<file path="src/rtl/core/ccp_pkg.sv">
// ----------------------------------------------------------------------------
// ccp_pkg
// Shared widths, codes and controller/datapath bundles of the placement core.
// ----------------------------------------------------------------------------
package ccp_pkg;

  localparam int unsigned NODES   = 32;
  localparam int unsigned NODE_W  = 5;
  localparam int unsigned CENTERS = 8;
  localparam int unsigned CIDX_W  = 3;
  localparam int unsigned DIST_W  = 16;
  localparam int unsigned ADDR_W  = 10;
  localparam int unsigned CNT_W   = 6;   // member count, node count
  localparam int unsigned SIDE_W  = 21;  // row sum of up to 32 distances
  localparam int unsigned MEAN_W  = 37;  // Q.16 mean
  localparam int unsigned SUM_W   = 42;  // sum of 32 means
  localparam int unsigned X_W     = 54;  // mean times weight
  localparam int unsigned ACC_W   = 92;  // weighted latency
  localparam int unsigned ALPHA_W = 17;
  localparam int unsigned CFG_W   = 17;
  localparam int unsigned CFGI_W  = 2;

  localparam logic [ALPHA_W-1:0] ONE_Q16 = 17'd65536;

  localparam logic [1:0] CMD_DIST   = 2'd0;
  localparam logic [1:0] CMD_CENTER = 2'd1;
  localparam logic [1:0] CMD_RUN    = 2'd2;

  localparam logic [CFGI_W-1:0] CFG_NODE_COUNT   = 2'd0;
  localparam logic [CFGI_W-1:0] CFG_CENTER_COUNT = 2'd1;
  localparam logic [CFGI_W-1:0] CFG_ALPHA        = 2'd2;

  typedef enum logic [1:0] {DIV_INTRA, DIV_INTER, DIV_AVG_IN, DIV_AVG_OUT} div_sel_e;
  typedef enum logic [1:0] {MAC_CA, MAC_CB, MAC_LAT} mac_sel_e;

  typedef struct packed {
    logic              wr_dist;
    logic              wr_center;
    logic              run_init;
    logic              asg_rd;
    logic              asg_cmp;
    logic              asg_last;
    logic              mean_start;
    logic              mean_rd;
    logic              mean_acc;
    logic              div_start;
    logic              div_take;
    div_sel_e          div_sel;
    logic              mac_start;
    logic              mac_take;
    mac_sel_e          mac_sel;
    logic              ch_start;
    logic              ch_test;
    logic              emit_node;
    logic              emit_cl;
    logic              emit_last;
    logic [NODE_W-1:0] idx_i;
    logic [NODE_W-1:0] idx_j;
  } ccp_cmd_t;

  typedef struct packed {
    logic              div_done;
    logic              mac_done;
    logic              member_hit;
    logic              out_free;
    logic [NODE_W-1:0] n_m1;
    logic [CIDX_W-1:0] k_m1;
  } ccp_sts_t;

endpackage

</file>
<file path="src/rtl/core/ccp_ctrl.sv">
// ----------------------------------------------------------------------------
// ccp_ctrl
// Run sequencer: assignment, mean, average, weight, node result and choice phases.
// ----------------------------------------------------------------------------
module ccp_ctrl (
  input  logic              clk_i,
  input  logic              rst_ni,
  input  logic              in_valid_i,
  output logic              in_ready_o,
  input  logic [1:0]        command_i,
  input  ccp_pkg::ccp_sts_t sts_i,
  output ccp_pkg::ccp_cmd_t cmd_o
);

  localparam int NW = ccp_pkg::NODE_W;

  localparam logic [4:0] S_IDLE     = 5'd0;
  localparam logic [4:0] S_ASG_RD   = 5'd1;
  localparam logic [4:0] S_ASG_CMP  = 5'd2;
  localparam logic [4:0] S_M_START  = 5'd3;
  localparam logic [4:0] S_M_RD     = 5'd4;
  localparam logic [4:0] S_M_ACC    = 5'd5;
  localparam logic [4:0] S_D_INTRA  = 5'd6;
  localparam logic [4:0] S_W_INTRA  = 5'd7;
  localparam logic [4:0] S_D_INTER  = 5'd8;
  localparam logic [4:0] S_W_INTER  = 5'd9;
  localparam logic [4:0] S_D_AVGI   = 5'd10;
  localparam logic [4:0] S_W_AVGI   = 5'd11;
  localparam logic [4:0] S_D_AVGO   = 5'd12;
  localparam logic [4:0] S_W_AVGO   = 5'd13;
  localparam logic [4:0] S_C_CA     = 5'd14;
  localparam logic [4:0] S_W_CA     = 5'd15;
  localparam logic [4:0] S_C_CB     = 5'd16;
  localparam logic [4:0] S_W_CB     = 5'd17;
  localparam logic [4:0] S_E_NODE   = 5'd18;
  localparam logic [4:0] S_CH_START = 5'd19;
  localparam logic [4:0] S_CH_TEST  = 5'd20;
  localparam logic [4:0] S_CH_WAIT  = 5'd21;
  localparam logic [4:0] S_E_CL     = 5'd22;

  logic [4:0]    state_q, state_d;
  logic [NW-1:0] i_q, i_d, j_q, j_d;
  logic          i_last, j_last_n, j_last_k;

  assign i_last   = i_q == sts_i.n_m1;
  assign j_last_n = j_q == sts_i.n_m1;
  assign j_last_k = j_q == NW'(sts_i.k_m1);

  always_comb begin
    state_d      = state_q;
    i_d          = i_q;
    j_d          = j_q;
    cmd_o        = '0;
    cmd_o.idx_i  = i_q;
    cmd_o.idx_j  = j_q;
    cmd_o.div_sel = ccp_pkg::DIV_INTRA;
    cmd_o.mac_sel = ccp_pkg::MAC_LAT;
    unique case (state_q)
      S_IDLE: begin
        if (in_valid_i) begin
          unique case (command_i)
            ccp_pkg::CMD_DIST:   cmd_o.wr_dist = 1'b1;
            ccp_pkg::CMD_CENTER: cmd_o.wr_center = 1'b1;
            ccp_pkg::CMD_RUN: begin
              cmd_o.run_init = 1'b1;
              i_d     = '0;
              j_d     = '0;
              state_d = S_ASG_RD;
            end
            default: ;
          endcase
        end
      end
      S_ASG_RD: begin
        cmd_o.asg_rd = 1'b1;
        state_d = S_ASG_CMP;
      end
      S_ASG_CMP: begin
        cmd_o.asg_cmp  = 1'b1;
        cmd_o.asg_last = j_last_k;
        state_d = S_ASG_RD;
        if (j_last_k) begin
          j_d = '0;
          if (i_last) begin
            i_d     = '0;
            state_d = S_M_START;
          end else begin
            i_d = i_q + 1'b1;
          end
        end else begin
          j_d = j_q + 1'b1;
        end
      end
      S_M_START: begin
        cmd_o.mean_start = 1'b1;
        j_d     = '0;
        state_d = S_M_RD;
      end
      S_M_RD: begin
        cmd_o.mean_rd = 1'b1;
        state_d = S_M_ACC;
      end
      S_M_ACC: begin
        cmd_o.mean_acc = 1'b1;
        if (j_last_n) begin
          state_d = S_D_INTRA;
        end else begin
          j_d     = j_q + 1'b1;
          state_d = S_M_RD;
        end
      end
      S_D_INTRA: begin
        cmd_o.div_start = 1'b1;
        state_d = S_W_INTRA;
      end
      S_W_INTRA: begin
        if (sts_i.div_done) begin
          cmd_o.div_take = 1'b1;
          state_d = S_D_INTER;
        end
      end
      S_D_INTER: begin
        cmd_o.div_sel   = ccp_pkg::DIV_INTER;
        cmd_o.div_start = 1'b1;
        state_d = S_W_INTER;
      end
      S_W_INTER: begin
        cmd_o.div_sel = ccp_pkg::DIV_INTER;
        if (sts_i.div_done) begin
          cmd_o.div_take = 1'b1;
          if (i_last) begin
            i_d     = '0;
            state_d = S_D_AVGI;
          end else begin
            i_d     = i_q + 1'b1;
            state_d = S_M_START;
          end
        end
      end
      S_D_AVGI: begin
        cmd_o.div_sel   = ccp_pkg::DIV_AVG_IN;
        cmd_o.div_start = 1'b1;
        state_d = S_W_AVGI;
      end
      S_W_AVGI: begin
        cmd_o.div_sel = ccp_pkg::DIV_AVG_IN;
        if (sts_i.div_done) begin
          cmd_o.div_take = 1'b1;
          state_d = S_D_AVGO;
        end
      end
      S_D_AVGO: begin
        cmd_o.div_sel   = ccp_pkg::DIV_AVG_OUT;
        cmd_o.div_start = 1'b1;
        state_d = S_W_AVGO;
      end
      S_W_AVGO: begin
        cmd_o.div_sel = ccp_pkg::DIV_AVG_OUT;
        if (sts_i.div_done) begin
          cmd_o.div_take = 1'b1;
          state_d = S_C_CA;
        end
      end
      S_C_CA: begin
        cmd_o.mac_sel   = ccp_pkg::MAC_CA;
        cmd_o.mac_start = 1'b1;
        state_d = S_W_CA;
      end
      S_W_CA: begin
        cmd_o.mac_sel = ccp_pkg::MAC_CA;
        if (sts_i.mac_done) begin
          cmd_o.mac_take = 1'b1;
          state_d = S_C_CB;
        end
      end
      S_C_CB: begin
        cmd_o.mac_sel   = ccp_pkg::MAC_CB;
        cmd_o.mac_start = 1'b1;
        state_d = S_W_CB;
      end
      S_W_CB: begin
        cmd_o.mac_sel = ccp_pkg::MAC_CB;
        if (sts_i.mac_done) begin
          cmd_o.mac_take = 1'b1;
          i_d     = '0;
          state_d = S_E_NODE;
        end
      end
      S_E_NODE: begin
        if (sts_i.out_free) begin
          cmd_o.emit_node = 1'b1;
          if (i_last) begin
            i_d     = '0;
            state_d = S_CH_START;
          end else begin
            i_d = i_q + 1'b1;
          end
        end
      end
      S_CH_START: begin
        cmd_o.ch_start = 1'b1;
        j_d     = '0;
        state_d = S_CH_TEST;
      end
      S_CH_TEST: begin
        cmd_o.ch_test = 1'b1;
        if (sts_i.member_hit) begin
          cmd_o.mac_start = 1'b1;
          state_d = S_CH_WAIT;
        end else if (j_last_n) begin
          state_d = S_E_CL;
        end else begin
          j_d = j_q + 1'b1;
        end
      end
      S_CH_WAIT: begin
        if (sts_i.mac_done) begin
          cmd_o.mac_take = 1'b1;
          if (j_last_n) begin
            state_d = S_E_CL;
          end else begin
            j_d     = j_q + 1'b1;
            state_d = S_CH_TEST;
          end
        end
      end
      S_E_CL: begin
        if (sts_i.out_free) begin
          cmd_o.emit_cl   = 1'b1;
          cmd_o.emit_last = i_q == NW'(sts_i.k_m1);
          if (cmd_o.emit_last) begin
            i_d     = '0;
            state_d = S_IDLE;
          end else begin
            i_d     = i_q + 1'b1;
            state_d = S_CH_START;
          end
        end
      end
      default: state_d = S_IDLE;
    endcase
  end

  always_ff @(posedge clk_i or negedge rst_ni) begin
    if (!rst_ni) begin
      state_q <= S_IDLE;
      i_q     <= '0;
      j_q     <= '0;
    end else begin
      state_q <= state_d;
      i_q     <= i_d;
      j_q     <= j_d;
    end
  end

  assign in_ready_o = state_q == S_IDLE;

endmodule

</file>
<file path="config.mk">
export PLATFORM = sky130hd
export DESIGN_NAME = ccp_ctrl
export DESIGN_NICKNAME = d
export VERILOG_FILES = /design/src/rtl/core/ccp_pkg.sv /design/src/rtl/core/ccp_ctrl.sv
export SDC_FILE = /design/constraint.sdc
export NUM_CORES = 1
export LEC_CHECK = 0
export ABC_AREA = 1
export BUFFER_PORTS_ARGS = -buffer_cell sky130_fd_sc_hd__buf_2
export CORE_MARGIN = 2
export CORE_UTILIZATION = 50
export DETAILED_ROUTE_END_ITERATION = 8
export PLACE_DENSITY_LB_ADDON = 0.1
export RECOVER_POWER = 25
export SYNTH_ARGS = -nofsm -noshare
export SYNTH_HDL_FRONTEND = slang
export SYNTH_SLANG_ARGS = --single-unit
export TNS_END_PERCENT = 50
</file>
<file path="constraint.sdc">
create_clock -name clk_i -period 2.3 [get_ports clk_i]
set_input_delay 0.115 -clock clk_i [delete_from_list [all_inputs] [get_ports clk_i]]
set_output_delay 0.115 -clock clk_i [all_outputs]
set_load 0.05 [all_outputs]
</file>
# After elaboration in Yosys (flattened, before gate mapping)
# Index checks and enable logic that the tools add are counted.
# W data, S select, Z words.
# word_totals
reg_bits,15
output_inout_bits,33
elab_cells,126
# op_classes
add_sub_neg,2
n_eq_ne,43
muxes,61
n_reduce_logical,17
# op_table
op,count
$mux W5,28
$pmux W5 S23,1
$pmux W5 S6,2
$eq A5 B4 Y1 const B,8
$eq A5 B5 Y1 const B,7
$ne A2 B2 Y1 const B,13
$eq A5 B3 Y1 const B,4
$mux W1,17
$mux W2,7
$reduce_or A2 Y1,7
$reduce_and A13 Y1,1
$reduce_bool A6 Y1,2
$add A5 B1 Y5 const B,2
$eq A5 B2 Y1 const B,2
$eq A5 B3 Y1,2
$eq A5 B5 Y1,2
$reduce_and A8 Y1,1
$reduce_or A4 Y1,2
$mux W3,2
$pmux W2 S3,1
$eq A5 B1 Y1 const B,1
$logic_not A5 Y1,1
$reduce_and A5 Y1,1
$mux W4,1
8 further kinds,8

# Longest topological paths before layout
# Gate-level depths: netlist of run 1.
# logic_depth
depth_word,4
depth_mapped,12

# Least setup slack after synthesis of run 1
# OpenSTA, ideal clock, no wires.
# synth_path
path_type,register to output
start,register state_q[1]
end,output port cmd_o[30] (netlist name)
arrival_time_ps,2334
required_ps,2185
setup_slack_ps,-149
path_stages_with_launch,7
n_path_buf,1
cell_sequence,dfrtp_1 > buf_4 > nor2_2 > nand2_1 > nor2_1 > nand2_1 > nor2_1
# synth_rtl
element,line,text
start: declaration,ccp_ctrl.sv:41,"logic [4:0] state_q, state_d;"
start signal: assignment,ccp_ctrl.sv:250,state_q <= state_d;
end: declaration,ccp_ctrl.sv:12,output ccp_pkg::ccp_cmd_t cmd_o

==> impl_metrics.csv, run 1 <==
group,metric,value,unit
outcome,outcome,"completed",
finish,nNetsFinal,397,
pwr,clkPwrFrac,10.4,%
synth,ys.flop_type,"dfrtp_1",
floorplan,die_w,66.2,µm
finish,num_antenna_cells,0,
synth,yosys.area.top_type,"nand2_1",
clock_tree,post_cts_buffers,0,
worst_setup_path,rrSetupSlack,0.42,ns
clock_tree,root_buffer,"clkbuf_8",
synth,ys_seq_area_share,19.4,%
pwr,netSwitchingFraction,60.6,%
finish,final_cell_area,0.00229,mm²
worst_setup_path,crit_family,"flip-flops",
sta,period_share,93.1,%
worst_setup_path,required,2.18,ns
floorplan,placeableCoreArea,0.00369,mm²
synth,avgSynthCellArea,5.94,µm²
pwr,pwr-share-seq,20.2,%
synth,netlist_area,0.00194,mm²
worst_setup_path,crit_slowest_cell,"dfrtp_1",
pwr,power_per_cell_area,964,mW/mm²
worst_setup_path,critPathKind,"reg -> out",
worst_setup_path,start_kind,"flop",
synth,synth.distinct_cells,32,
route,finalWirelength,4960,µm
worst_setup_path,critical_path_arrival,2.03,ns
floorplan,dieArea,0.00439,mm²
global_route,antenna_found_initial,0,
place,portBuffers,49,
sta,slew_headroom,38.7,%
place,gp_congestion,0.946,
hold_path,hp-class,"in -> reg",
worst_setup_path,cp_slowest_stage_delay,0.54,ns
clock_tree,clk_pin_slew_worst_paths,0.08,ns
synth,synth_commonest_cells,"nand2_1, nor2_1, inv_1",
worst_setup_path,worstPathMaxFanout,10,
worst_setup_path,critPathBufInv,3,
synth,synth_top_area_share,23.3,%
sta,fin_skew,0.0125,ns
pwr,p_int,0.871,mW
synth,async_flop_share,100,%
global_route,grt_max_degree,16,
route,vias,2098,
synth,ys_ff_latch,15,
route,via_per_inst,4.94,
synth,yosys-top-cells-area,"nand2_1, dfrtp_1, nor2_1",
pwr,power.net_switching,1.34,mW
floorplan,rows,22,
worst_setup_path,cp-end-kind,"output port",
pwr,pwr-share-comb,69.4,%
hold_path,holdPathStages,7,
sta,maxSlewViolCount,0,
pwr,peakVddDrop,0.000518,V
hold_path,worstHoldEndpoint,"state_q[0]$_DFFE_PN0P_",
clock_tree,h-tree-depth,1,
clock_tree,cts_made_buffers,3,
sta,tightest_slew,0.919,ns
floorplan,start_util,52.5,%
global_route,grt_pass1_vias,1818,
place,postPlaceCellArea,0.00223,mm²
place,hpwl,4090,µm
global_route,grt_pass1_wl,8230,µm
floorplan,ios,50,
finish,drive_gt1_share,24.9,%
sta,rsz0062_at_grt,"false",
synth,synth_nets,345,
synth,syn_inst,326,
floorplan,die_y,66.2,µm
route,drtIter0Drc,184,
worst_setup_path,reg2reg_depth,9,
finish,num-fill-cells,392,
synth,synthMostInstantiatedCell,"nand2_1",
synth,synth_edf_count,0,
worst_setup_path,r2r_end,"i_q[2]$_DFFE_PN0P_",
sta,setup_violations,0,
global_route,overflow,0,
sta,hold_violations,0,
worst_setup_path,crit_path_cell_trace,"nor2_4 > nand2_1 > inv_1 > nand2_1 > o21ai_0 > inv_1 > o21ai_0 > buf_2",
clock_tree,cts_tree,"built",
clock_tree,clock_path_buffers,2,
finish,area_growth,18.3,%
route,ant_nets,0,
worst_setup_path,r2r-start,"state_q[0]$_DFFE_PN0P_",
hold_path,worstHoldStart,"sts_i[11]",
job,cap_violations,0,
sta,period_minus_slack,2.14,ns
route,wl_per_cell,11.7,µm
global_route,grt.total_usage,24.0,%
synth,ys_warn_count,0,
sta,max_freq,0.467,GHz
sta,tns,0,ns
finish,fin_util,62.1,%
clock_tree,clock_sinks,15,
clock_tree,insertion_delay,0.26,ns
pwr,p_leak,1.37,nW
route,drc,0,
route,dr.pass1.iters,5,
## tightest hold or removal path, cell delays in order
cell     delay (ns)
buf_2          0.12
inv_1          0.06
nand2_1        0.06
nand2_1        0.07
inv_2          0.07
nand3_1        0.08
nand2_1        0.05
## timing repair
item,in CTS,in global routing
endpoints found under the hold margin,15,0
gates resized for setup,0,1
hold buffers,1,0
setup endpoints to repair,0,1
## sequential cells by signal, indices dropped and copies added (netlist names)
name     count
i_q          5
j_q          5
state_q      5
## worst max-delay path by stage
stage	slack [ns]	depth (start not counted)	endpoint	start
finish	0.16	8	cmd_o[18]	state_q[0]$_DFFE_PN0P_
global route	0.01	8	cmd_o[18]	state_q[0]$_DFFE_PN0P_
CTS	0.12	8	cmd_o[18]	state_q[0]$_DFFE_PN0P_
detailed placement	0.42	8	cmd_o[18]	state_q[0]$_DFFE_PN0P_
global placement	0.39	8	cmd_o[18]	state_q[0]$_DFFE_PN0P_
floorplan	-0.05	8	cmd_o[18]	state_q[0]$_DFFE_PN0P_
## logic make-up (layout without fill, tap and decap cells)
| family | after synthesis | in the layout | synth area share, % |
|---|---|---|---|
| simple gates | 237 | 237 | 61.1 |
| buf+inv | 49 | 100 | 10.1 |
| compound gates | 16 | 16 | 4.97 |
| flops | 15 | 15 | 19.4 |
| xor+xnor | 7 | 7 | 3.17 |
| fa+ha+maj | 2 | 2 | 1.29 |
## per-layer routing
metal | track usage, % | wire [µm]
met1 | 34.4 | 2390
met2 | 38.5 | 2140
met3 | 3.75 | 394
met4 | 3.83 | 36
met5 | 0 | 0
## layout by cell type (no fill, tap or decap), types with 3 or more instances in the layout
| cell | count |
|---|---|
| clkbuf_8 | 3 |
| xnor2_1 | 3 |
| dfrtp_1 | 15 |
| inv_2 | 6 |
| nand3b_1 | 3 |
| nand2_1 | 120 |
| nand2_4 | 5 |
| o21ai_0 | 5 |
| nor2_2 | 7 |
| buf_2 | 48 |
| nor2_4 | 9 |
| inv_1 | 38 |
| xor2_1 | 4 |
| nand3_1 | 27 |
| nor2_1 | 46 |
| o21ai_1 | 3 |
| nor3_1 | 5 |
| nand4_1 | 3 |
| nand3_4 | 4 |
| a21oi_1 | 5 |
## cell type report
| class | instances | area [µm²] | area share [%] |
|---|---|---|---|
| Multi-Input combinational cell | 262 | 1370 | 60.0 |
| Sequential cell | 15 | 375 | 16.4 |
| Clock inverter | 1 | 7.51 | 0.328 |
| Clock buffer | 3 | 41.3 | 1.80 |
| Inverter | 45 | 171 | 7.48 |
| Tap cell | 48 | 60.1 | 2.62 |
| Timing Repair Buffer | 51 | 262 | 11.4 |
## power by group through the flow
stage / clock, mW / combinational, mW / sequential (mW)
finish: 0.229 / 1.53 / 0.447
global route: 0.245 / 1.68 / 0.460
CTS: 0.236 / 1.53 / 0.440
detailed placement: 0 / 1.52 / 0.445
global placement: 0 / 1.52 / 0.442
floorplan: 0 / 1.22 / 0.459
## per-stage QoR
step	worst slack, ns	cells	hold slack, ns	power [mW]
after floorplan	-0.0458	326	-0.181	1.68
after global placement	0.388	420	0.0547	1.97
after detailed placement	0.424	420	0.0575	1.97
after CTS	0.125	425	0.312	2.21
after global routing	0.0139	425	0.436	2.39
final	0.158	425	0.396	2.21
No activity file was read; power rests on OpenSTA's default activity.
==> run 2: changes to the inputs <==
--- a/config.mk
+++ b/config.mk
@@ -8,10 +8,11 @@
 export ABC_AREA = 1
 export BUFFER_PORTS_ARGS = -buffer_cell sky130_fd_sc_hd__buf_2
 export CORE_MARGIN = 2
-export CORE_UTILIZATION = 50
+export CORE_UTILIZATION = 55
 export DETAILED_ROUTE_END_ITERATION = 8
 export PLACE_DENSITY_LB_ADDON = 0.1
 export RECOVER_POWER = 25
+export SLEW_MARGIN = 5
 export SYNTH_ARGS = -nofsm -noshare
 export SYNTH_HDL_FRONTEND = slang
 export SYNTH_SLANG_ARGS = --single-unit
==> run 2 against run 1 <==
  * Sequential power about the same
  * Via count is 0.81% higher
  * Final cell count shrank 0.24%
  * Largest cell class unchanged
  * Setup slack gained 0.034 ns
==> impl_metrics.csv, run 2 (synthesis results as in run 1) <==
group,metric,value,unit
place,postPlaceCellArea,0.00223,mm²
route,via_per_inst,4.99,
floorplan,die_y,63.3,µm
finish,instances_no_fill,424,
job,cap_violations,0,
floorplan,rows,21,
worst_setup_path,reg2reg_depth,8,
clock_tree,clk_pin_slew_worst_paths,0.10,ns
outcome,outcome,"completed",
route,wl_per_cell,11.6,µm
hold_path,hp-class,"in -> reg",
route,finalWirelength,4910,µm
sta,tns,0,ns
route,drtIter0Drc,195,
finish,final_cell_area,0.00228,mm²
clock_tree,insertion_delay,0.29,ns
pwr,power.net_switching,1.33,mW
sta,hold_violations,0,
finish,layout_common_cells,"nand2_1, buf_2, nor2_1, inv_1, nand3_1",
route,routed-wl-met2,2140,µm
worst_setup_path,required,2.18,ns
clock_tree,post_cts_buffers,0,
sta,rsz0062_at_grt,"false",
place,hpwl,3970,µm
worst_setup_path,crit_start,"state_q[1]$_DFFE_PN0P_",
global_route,overflow,0,
worst_setup_path,start_kind,"flop",
pwr,finalPower,2.15,mW
place,portBuffers,49,
worst_setup_path,worstPathMaxFanout,10,
worst_setup_path,critical_path_arrival,1.99,ns
route,dr.pass1.iters,4,
global_route,grt_max_degree,16,
sta,setup_violations,0,
pwr,peakVddDrop,0.000547,V
clock_tree,clock_sinks,15,
pwr,pwr-share-comb,71.8,%
clock_tree,h-tree-depth,1,
worst_setup_path,r2r_end,"state_q[1]$_DFFE_PN0P_",
clock_tree,cts_tree,"built",
pwr,power_per_cell_area,942,mW/mm²
finish,num_antenna_cells,0,
pwr,p_leak,1.37,nW
sta,period_share,91.7,%
sta,slew_headroom,38.6,%
pwr,clkPwrFrac,7.4,%
hold_path,worstHoldEndpoint,"state_q[2]$_DFFE_PN0P_",
clock_tree,clock_path_buffers,2,
sta,max_freq,0.474,GHz
route,wl_met3,331,µm
sta,fin_skew,0.0109,ns
sta,hold_ws,0.368,ns
pwr,netSwitchingFraction,61.9,%
hold_path,worstHoldStart,"sts_i[11]",
global_route,antenna_found_initial,0,
finish,reg_top3,"i_q (5), j_q (5), state_q (5)",
global_route,grt_pass1_vias,1897,
global_route,grt_pass1_wl,8460,µm
sta,maxSlewViolCount,0,
finish,area_growth,17.8,%
floorplan,die_w,63.3,µm
floorplan,start_util,57.6,%
sta,fin_ws,0.192,ns
finish,final_common_cell,"nand2_1",
route,highest_layer,"met4",
worst_setup_path,r2r-start,"state_q[1]$_DFFE_PN0P_",
global_route,grt.total_usage,25.8,%
place,dp_cells,419,
worst_setup_path,crit_path_cell_trace,"nand2_1 > nor3_1 > nor2_1 > nand2_1 > nand2_1 > inv_1 > buf_2",
worst_setup_path,rrSetupSlack,0.48,ns
floorplan,ios,50,
floorplan,placeableCoreArea,0.00336,mm²
route,ant_nets,0,
sta,period_minus_slack,2.11,ns
finish,fin_util,67.8,%
sta,tightest_slew,0.921,ns
clock_tree,cts_made_buffers,3,
worst_setup_path,critPathKind,"reg -> out",
worst_setup_path,crit_slowest_cell,"dfrtp_1",
route,drc,0,
worst_setup_path,cp-end-kind,"output port",
clock_tree,root_buffer,"clkbuf_4",
worst_setup_path,cp_slowest_stage_delay,0.57,ns
worst_setup_path,cp_common_cell,"nand2_1",
finish,nNetsFinal,398,
pwr,pwr-share-seq,20.8,%
floorplan,dieArea,0.00401,mm²
finish,drive_gt1_share,25.7,%
pwr,p_int,0.818,mW
place,pre_cts_ws,0.453,ns
hold_path,holdPathStages,7,
place,gp_congestion,0.928,
route,wl_met1,2380,µm
route,vias,2115,
[run 2: cell count changes in the layout (fill, tap and decap cells not counted), sizes merged]
cell	before	now
buf	49	50
[run 2: per-layer routing]
metal	vias up	global-route usage, %
met5	-	0
met4	0	4.35
met3	6	4.82
met2	69	40.3
met1	923	37.5
li1	1117	-
[run 2: repair_timing]
action                                  4_1_cts  5_1_grt
resized for setup                             0        5
endpoints found under the hold margin        15        0
hold buffers                                  1        0
endpoints found under the setup margin        0        2
[run 2: critical path, delay by kind of cell, from the launching register on]
family        cells  cell delay [ns]
buf+inv           2             0.30
simple gates      5             0.84
flops             1             0.57
[run 2: power groups by stage]
stage,registers [mW],logic [mW],clock network (mW)
2_1_floorplan,0.459,1.22,0
6_report,0.447,1.54,0.160
4_1_cts,0.441,1.53,0.166
3_3_place_gp,0.446,1.51,0
3_5_place_dp,0.446,1.53,0
5_1_grt,0.460,1.69,0.180
[run 2: worst max-delay path by stage]
stage                     slack [ns]  cells after the start                 end
after CTS                        0.1                      8           cmd_o[18]
after global routing            0.01                      9           cmd_o[18]
after global placement          0.53                      9  i_q[0]$_DFFE_PN0P_
final                           0.19                      7           cmd_o[17]
after detailed placement        0.45                      8           cmd_o[18]
after floorplan                -0.05                      8           cmd_o[18]
[run 2: final cells by class]
class / instances / area (µm²)
flip-flops and latches: 15 / 377
clock buffers: 3 / 22.5
clock inverters: 1 / 7.51
inverters: 45 / 171
repair buffers: 52 / 272
multi-input cells: 262 / 1370
well taps: 46 / 57.6
fillers: 333 / 1080
